===== src/rtl/core/cdq_pkg.sv =====
package cdq_pkg;

  localparam int DefDepth     = 16;
  localparam int DefDataWidth = 32;

  localparam int CmdWidth     = 3;
  localparam int StatusWidth  = 2;
  localparam int CapWidth     = 5;
  localparam int ApbAddrWidth = 3;
  localparam int ApbDataWidth = 32;

  localparam logic [CapWidth-1:0] CapReset = CapWidth'(16);

  typedef enum logic [CmdWidth-1:0] {
    CMD_PUSH_FRONT = 3'd0,
    CMD_PUSH_REAR  = 3'd1,
    CMD_POP_FRONT  = 3'd2,
    CMD_POP_REAR   = 3'd3,
    CMD_PEEK_FRONT = 3'd4,
    CMD_PEEK_REAR  = 3'd5
  } cmd_e;

  typedef enum logic [StatusWidth-1:0] {
    ST_DONE  = 2'd0,
    ST_FULL  = 2'd1,
    ST_EMPTY = 2'd2
  } status_e;

  // what every cell does with its entry this cycle
  typedef enum logic [1:0] {
    OP_HOLD       = 2'd0,
    OP_TAKE_LEFT  = 2'd1,
    OP_TAKE_RIGHT = 2'd2,
    OP_LOAD_TAIL  = 2'd3
  } cell_op_e;

  typedef enum logic {
    REG_CAPACITY = 1'b0
  } reg_idx_e;

endpackage


===== src/rtl/core/circular_deque_core.sv =====
// result strobe done_o rises in the cycle after a request is taken
// throughput: one request per cycle, busy_o never rises
// a front push or front pop shifts the whole row of cells, a rear push loads the tail cell, other requests hold
// reset: deque empty, capacity 16, stored data undefined
// results cannot be stalled by the receiver
module circular_deque_core #(
  parameter int DATA_WIDTH = cdq_pkg::DefDataWidth,
  parameter int DEPTH      = cdq_pkg::DefDepth
) (
  input  logic                                clk_i,
  input  logic                                rst_ni,
  input  logic                                start_i,
  output logic                                busy_o,
  input  logic [cdq_pkg::CmdWidth-1:0]        cmd_i,
  input  logic [DATA_WIDTH-1:0]               value_in_i,
  output logic                                done_o,
  output logic                                ok_o,
  output logic [DATA_WIDTH-1:0]               value_out_o,
  output logic [cdq_pkg::StatusWidth-1:0]     status_o,
  output logic                                is_empty_o,
  output logic                                is_full_o,
  input  logic                                psel,
  input  logic                                penable,
  input  logic                                pwrite,
  input  logic [cdq_pkg::ApbAddrWidth-1:0]    paddr,
  input  logic [cdq_pkg::ApbDataWidth-1:0]    pwdata,
  output logic [cdq_pkg::ApbDataWidth-1:0]    prdata,
  output logic                                pready
);

  localparam int CntW = $clog2(DEPTH + 1);

  logic [cdq_pkg::CapWidth-1:0] cap_q;
  logic [CntW-1:0]              cap_eff;
  logic [CntW-1:0]              count_q, count_d;
  logic                         cfg_sel, cfg_we;
  logic                         full, empty;
  logic                         accept;

  cdq_pkg::cell_op_e            op;
  logic                         ok_d;
  logic [DATA_WIDTH-1:0]        vout_d;
  cdq_pkg::status_e             status_d;

  logic                         done_q;
  logic                         ok_q, empty_q, full_q;
  logic [DATA_WIDTH-1:0]        vout_q;
  cdq_pkg::status_e             status_q;

  logic [DATA_WIDTH-1:0]        cell_data [DEPTH];
  logic [DATA_WIDTH-1:0]        cell_tail [DEPTH];
  logic [DATA_WIDTH-1:0]        rear_val;

  // config port
  assign pready  = 1'b1;
  assign cfg_sel = (paddr[2] == cdq_pkg::REG_CAPACITY);
  assign cfg_we  = psel & penable & pwrite & pready & cfg_sel;
  assign prdata  = cfg_sel ? {{(cdq_pkg::ApbDataWidth - cdq_pkg::CapWidth){1'b0}}, cap_q}
                           : '0;

  always_comb begin
    if (cap_q == '0) begin
      cap_eff = CntW'(1);
    end else if ({{(32 - cdq_pkg::CapWidth){1'b0}}, cap_q} > 32'(DEPTH)) begin
      cap_eff = CntW'(DEPTH);
    end else begin
      cap_eff = CntW'(cap_q);
    end
  end

  assign full   = (count_q == cap_eff);
  assign empty  = (count_q == '0);
  assign busy_o = 1'b0;
  assign accept = start_i & ~busy_o;

  // cell row
  for (genvar k = 0; k < DEPTH; k++) begin : g_cell
    logic [DATA_WIDTH-1:0] left, right, tail_in;
    if (k == 0) begin : g_first
      assign left    = value_in_i;
      assign tail_in = '0;
    end else begin : g_mid
      assign left    = cell_data[k-1];
      assign tail_in = cell_tail[k-1];
    end
    if (k == DEPTH - 1) begin : g_last
      assign right = '0;
    end else begin : g_next
      assign right = cell_data[k+1];
    end

    cdq_cell #(
      .DATA_WIDTH(DATA_WIDTH),
      .DEPTH     (DEPTH),
      .IDX       (k)
    ) u_cell (
      .clk_i  (clk_i),
      .op_i   (op),
      .count_i(count_q),
      .value_i(value_in_i),
      .left_i (left),
      .right_i(right),
      .tail_i (tail_in),
      .data_o (cell_data[k]),
      .tail_o (cell_tail[k])
    );
  end

  assign rear_val = cell_tail[DEPTH-1];

  // command decode
  always_comb begin
    op       = cdq_pkg::OP_HOLD;
    count_d  = count_q;
    ok_d     = 1'b0;
    vout_d   = '0;
    status_d = cdq_pkg::ST_DONE;
    case (cmd_i)
      cdq_pkg::CMD_PUSH_FRONT, cdq_pkg::CMD_PUSH_REAR: begin
        if (full) begin
          status_d = cdq_pkg::ST_FULL;
        end else begin
          ok_d    = 1'b1;
          count_d = count_q + CntW'(1);
          op      = (cmd_i == cdq_pkg::CMD_PUSH_FRONT) ? cdq_pkg::OP_TAKE_LEFT
                                                       : cdq_pkg::OP_LOAD_TAIL;
        end
      end
      cdq_pkg::CMD_POP_FRONT, cdq_pkg::CMD_POP_REAR: begin
        if (empty) begin
          status_d = cdq_pkg::ST_EMPTY;
        end else begin
          ok_d    = 1'b1;
          count_d = count_q - CntW'(1);
          if (cmd_i == cdq_pkg::CMD_POP_FRONT) begin
            vout_d = cell_data[0];
            op     = cdq_pkg::OP_TAKE_RIGHT;
          end else begin
            vout_d = rear_val;
          end
        end
      end
      cdq_pkg::CMD_PEEK_FRONT, cdq_pkg::CMD_PEEK_REAR: begin
        if (empty) begin
          status_d = cdq_pkg::ST_EMPTY;
        end else begin
          ok_d   = 1'b1;
          vout_d = (cmd_i == cdq_pkg::CMD_PEEK_FRONT) ? cell_data[0] : rear_val;
        end
      end
      default: begin
        ok_d = 1'b0;
      end
    endcase
    if (!accept) begin
      op      = cdq_pkg::OP_HOLD;
      count_d = count_q;
    end
  end

  // control state
  always_ff @(posedge clk_i or negedge rst_ni) begin
    if (!rst_ni) begin
      cap_q   <= cdq_pkg::CapReset;
      count_q <= '0;
      done_q  <= 1'b0;
    end else begin
      done_q <= accept;
      if (cfg_we) begin
        cap_q   <= pwdata[cdq_pkg::CapWidth-1:0];
        count_q <= '0;
      end else begin
        count_q <= count_d;
      end
    end
  end

  // result register
  always_ff @(posedge clk_i) begin
    if (accept) begin
      ok_q     <= ok_d;
      vout_q   <= vout_d;
      status_q <= status_d;
      empty_q  <= (count_d == '0);
      full_q   <= (count_d == cap_eff);
    end
  end

  assign done_o      = done_q;
  assign ok_o        = ok_q;
  assign value_out_o = vout_q;
  assign status_o    = status_q;
  assign is_empty_o  = empty_q;
  assign is_full_o   = full_q;

  a_count_in_range: assert property (@(posedge clk_i) disable iff (!rst_ni)
    count_q <= cap_eff)
    else $error("element count above capacity");

  a_cfg_clears: assert property (@(posedge clk_i) disable iff (!rst_ni)
    cfg_we |=> (count_q == '0))
    else $error("capacity write did not clear the deque");

  a_done_follows: assert property (@(posedge clk_i) disable iff (!rst_ni)
    accept |=> done_o)
    else $error("request without result strobe");

  a_ok_status: assert property (@(posedge clk_i) disable iff (!rst_ni)
    (done_o && ok_o) |-> (status_o == cdq_pkg::ST_DONE))
    else $error("carried out request with refusal status");

  a_flags_excl: assert property (@(posedge clk_i) disable iff (!rst_ni)
    done_o |-> !(is_empty_o && is_full_o))
    else $error("empty and full both reported");

endmodule


===== src/rtl/core/cdq_cell.sv =====
module cdq_cell #(
  parameter int DATA_WIDTH = cdq_pkg::DefDataWidth,
  parameter int DEPTH      = cdq_pkg::DefDepth,
  parameter int IDX        = 0,
  localparam int CntW      = $clog2(DEPTH + 1)
) (
  input  logic                  clk_i,
  input  cdq_pkg::cell_op_e     op_i,
  input  logic [CntW-1:0]       count_i,
  input  logic [DATA_WIDTH-1:0] value_i,
  input  logic [DATA_WIDTH-1:0] left_i,
  input  logic [DATA_WIDTH-1:0] right_i,
  input  logic [DATA_WIDTH-1:0] tail_i,
  output logic [DATA_WIDTH-1:0] data_o,
  output logic [DATA_WIDTH-1:0] tail_o
);

  localparam logic [CntW-1:0] MyIdx   = CntW'(IDX);
  localparam logic [CntW-1:0] NextIdx = CntW'(IDX + 1);

  logic [DATA_WIDTH-1:0] data_q, data_d;
  logic                  is_tail;

  always_comb begin
    data_d = data_q;
    case (op_i)
      cdq_pkg::OP_HOLD:       data_d = data_q;
      cdq_pkg::OP_TAKE_LEFT:  data_d = left_i;
      cdq_pkg::OP_TAKE_RIGHT: data_d = right_i;
      cdq_pkg::OP_LOAD_TAIL: begin
        if (count_i == MyIdx) begin
          data_d = value_i;
        end
      end
      default:                data_d = data_q;
    endcase
  end

  always_ff @(posedge clk_i) begin
    data_q <= data_d;
  end

  // rear element rides the chain as a masked or
  assign is_tail = (count_i == NextIdx);
  assign tail_o  = tail_i | (data_q & {DATA_WIDTH{is_tail}});
  assign data_o  = data_q;

endmodule


===== config.mk =====
export PLATFORM = sky130hd
export DESIGN_NAME = circular_deque_core
export DESIGN_NICKNAME = d
export VERILOG_FILES = /design/src/rtl/core/cdq_pkg.sv /design/src/rtl/core/circular_deque_core.sv /design/src/rtl/core/cdq_cell.sv
export SDC_FILE = /design/constraint.sdc
export NUM_CORES = 1
export LEC_CHECK = 0
export BUFFER_PORTS_ARGS = -buffer_cell sky130_fd_sc_hd__buf_2
export CORE_ASPECT_RATIO = 0.6
export CORE_UTILIZATION = 44
export CTS_BUF_LIST = sky130_fd_sc_hd__clkbuf_4 sky130_fd_sc_hd__clkbuf_8
export DETAILED_ROUTE_END_ITERATION = 7
export PLACE_DENSITY = 0.57
export RECOVER_POWER = 50
export SKIP_CTS_REPAIR_TIMING = 1
export SYNTH_ARGS = -nofsm -noshare
export SYNTH_HDL_FRONTEND = slang
export SYNTH_HIERARCHICAL = 1
export SYNTH_SLANG_ARGS = --single-unit
export TNS_END_PERCENT = 30

===== constraint.sdc =====
create_clock -name clk_i -period 22.3 [get_ports clk_i]
set_clock_uncertainty 0.1 [all_clocks]
set_input_delay 6.69 -clock clk_i [delete_from_list [all_inputs] [get_ports clk_i]]
set_output_delay 6.69 -clock clk_i [all_outputs]
set_load 0.005 [all_outputs]

==> results.json <==
{
  "outcome": "finished, violations left",
  "violations": "capacitance limit, slew limit",
  "numCtsBuffers": 89,
  "whs_path_depth": 2,
  "ys_ff_latch": 560,
  "cap_violations": 11,
  "root_buffer": "clkbuf_8",
  "ir_worst_vdd_v": 0.0000728,
  "numPortBuffers": 89,
  "yosysUniqueCellTypes": 66,
  "finalMaxSlewViolations": 413,
  "crit_chain": "clkbuf_1 -> inv_1 -> nor2_1 -> clkbuf_1 -> xnor2_1 -> o31ai_4 -> clkbuf_1",
  "slowest_delay_ns": 3.48,
  "nets": 3348,
  "ant_nets": 0,
  "drt_pre_antenna_iters": 5,
  "clock-sinks": 560,
  "drc_errors": 0,
  "dieWidth_um": 371,
  "cts.path.max_buffers": 3,
  "crit_buf_inv": 4,
  "syn_avg_cell_area_um2": 11.0,
  "crit_path_top_delay_cell": "clkbuf_1",
  "powerDensity_nw_per_um2": 104,
  "tritoncts": "built",
  "antenna_found_initial": 7,
  "leakage_nw": 12.7,
  "io_pins": 148,
  "start_util_pct": 44.8,
  "synth_common_cells": "mux2i_1, nor2_1, edfxtp_1",
  "tightest_slew_ns": 4.77,
  "syn_to_final_growth_pct": 5.57,
  "wl_um": 120000,
  "clk_latency_ns": 0.75,
  "layout_min_cycle_time_ns": 17.55,
  "hold_viol_final": 0,
  "hpwlAfterDp_um": 67000,
  "worstHoldStart": "cap_q[0]",
  "drive_gt1_share_pct": 10.2,
  "r2r_setup_slack_ns": 11.10,
  "relSlewSlack_pct": -218,
  "utilization_pct": 47.3,
  "power_mw": 3.93,
  "grt_max_degree": 276,
  "synth_largest_area_cell": "edfxtp_1",
  "critical_path.endpoint_type": "flop",
  "mappedNetlistArea_um2": 35900,
  "setup_viol": 0,
  "finalSetupTns_ns": 0,
  "hold_end": "cap_q[0]",
  "die_h_um": 223,
  "grt_use_total_pct": 28.4,
  "coreArea_um2": 80100,
  "r2r_start": "count_q[1]",
  "max_freq_mhz": 57.0,
  "crit_top_cell": "clkbuf_1",
  "grt_overflow": 0,
  "grt_pass1_vias": 26800,
  "post-route-period-util_pct": 78.7,
  "htree_levels": 3,
  "synth_edf_count": 549,
  "ys_seq_area_share_pct": 46.7,
  "arrival_ns": 17.73,
  "r2r_cells": 10,
  "crit_family": "buffers and inverters",
  "worstHoldPathType": "reg -> reg",
  "place_congestion": 0.861,
  "start_kind": "input pin",
  "rows": 80,
  "vias": 27900,
  "synth_async_sr_flop_share_pct": 1.96,
  "cp_max_fo": 66,
  "die_area_um2": 82800,
  "critPathKind": "in -> reg",
  "synth-main-ff-cell": "edfxtp_1",
  "grt_pass1_wl_um": 175000,
  "required_ns": 22.48,
  "wl_per_cell_um": 27.2,
  "yosysMostFrequentCell": "mux2i_1",
  "rsz0062_at_grt": "no",
  "clk_pin_slew_ns": 0.06,
  "synth_top_area_share_pct": 45.9,
  "drtIter0Drc": 3423,
  "synth_area_leaders": "edfxtp_1, mux2i_1, a31o_1",
  "synth_cells": 3279,
  "yosysWarnings": 6,
  "r2r_end": "g_cell[3].u_cell/data_o[14]",
  "vias_per_cell": 6.33
}
cells in the final DEF, fill, tap and decap left out, types with 9 or more instances in the layout:
cell	count
mux2i_1	575
nor2_1	558
edfxtp_1	549
a21oi_1	518
a31o_1	422
clkbuf_8	96
conb_1	93
buf_2	74
a41o_1	66
buf_4	54
o22a_1	31
clkbuf_4	31
a31o_2	28
inv_1	23
clkbuf_1	22
clkinv_1	21
nand2_1	20
xor2_1	13
clkinv_2	10
xnor2_1	9
worst reg2reg max path, stage by stage, from the launching register on:
cell and delay (ns):
dfrtp_1 0.32, buf_4 0.44, and4bb_1 0.27, a21oi_1 0.22
a2111oi_4 0.14, nand2b_1 0.28, nor2_1 2.31, clkbuf_1 3.49
xnor2_1 0.49, o31ai_4 0.18, clkbuf_1 2.46
logic make-up after synthesis:
logic type | synth area share (%)
DFF | 46.7
muxes | 16.0
and+or+nand+nor | 7.60
buffers and inverters | 7.27
AOI/OAI and AO/OA | 21.7
other | 0.0209
xor gates and xnor gates | 0.537
adders and majority gates | 0.209
state kept, by name, summed over array words and instances, names as in the netlist:
name / count
is_full_o: 1
count_q: 5
cap_q: 5
ok_o: 1
done_o: 1
value_out_o: 32
status_o: 2
g_cell.u_cell/data_o: 512
is_empty_o: 1
report_power, final:
group,total (mW),switching (mW),internal [mW],leakage (nW)
sequential,1.40,0.0991,1.31,5.24
combinational,1.60,1.05,0.546,6.48
clock,0.927,0.446,0.482,0.947
total,3.93,1.59,2.33,12.7
layout make-up:
| type | instances | area, um2 |
|---|---|---|
| Antenna cell | 7 | 17.5 |
| Clock buffer | 127 | 1550 |
| Clock inverter | 35 | 226 |
| Fill cell | 7421 | 42200 |
| Inverter | 26 | 97.6 |
| Multi-Input combinational cell | 2435 | 17000 |
| Sequential cell | 560 | 16800 |
| Tap cell | 1066 | 1330 |
| Timing Repair Buffer | 154 | 906 |
layer usage:
layer	GRT usage, %	up-vias	wire (um)	share of wire [%]
li1	-	12400	-	-
met1	42.6	13900	54700	46
met2	40.6	1329	50600	42
met3	5.18	236	10600	8.9
met4	9.86	0	3970	3.3
met5	0	-	0	0
per-stage QoR:
stage	instance area (um2)	hold slack, ns	cells	worst slack [ns]
floorplan	36300	0.398	3370	7.33
finish	37900	0.489	4410	4.75
CTS	38000	0.475	4403	8.45
global route	37900	0.543	4407	4.28
detailed placement	36200	0.461	4241	8.46
global placement	36200	0.464	4241	8.47
worst max path at each step:
| stage | startpoint | endpoint | slack (ns) | cells past startpoint |
|---|---|---|---|---|
| after floorplan | cmd_i[1] | g_cell[7].u_cell/data_o[0] | 7.33 | 8 |
| after global placement | paddr[2] | prdata[3] | 8.47 | 3 |
| after detailed placement | paddr[2] | prdata[0] | 8.46 | 3 |
| after CTS | paddr[2] | prdata[0] | 8.45 | 3 |
| after global routing | start_i | g_cell[3].u_cell/data_o[15] | 4.28 | 7 |
| final | start_i | g_cell[3].u_cell/data_o[14] | 4.75 | 7 |
(Power assumes the default switching activity.)
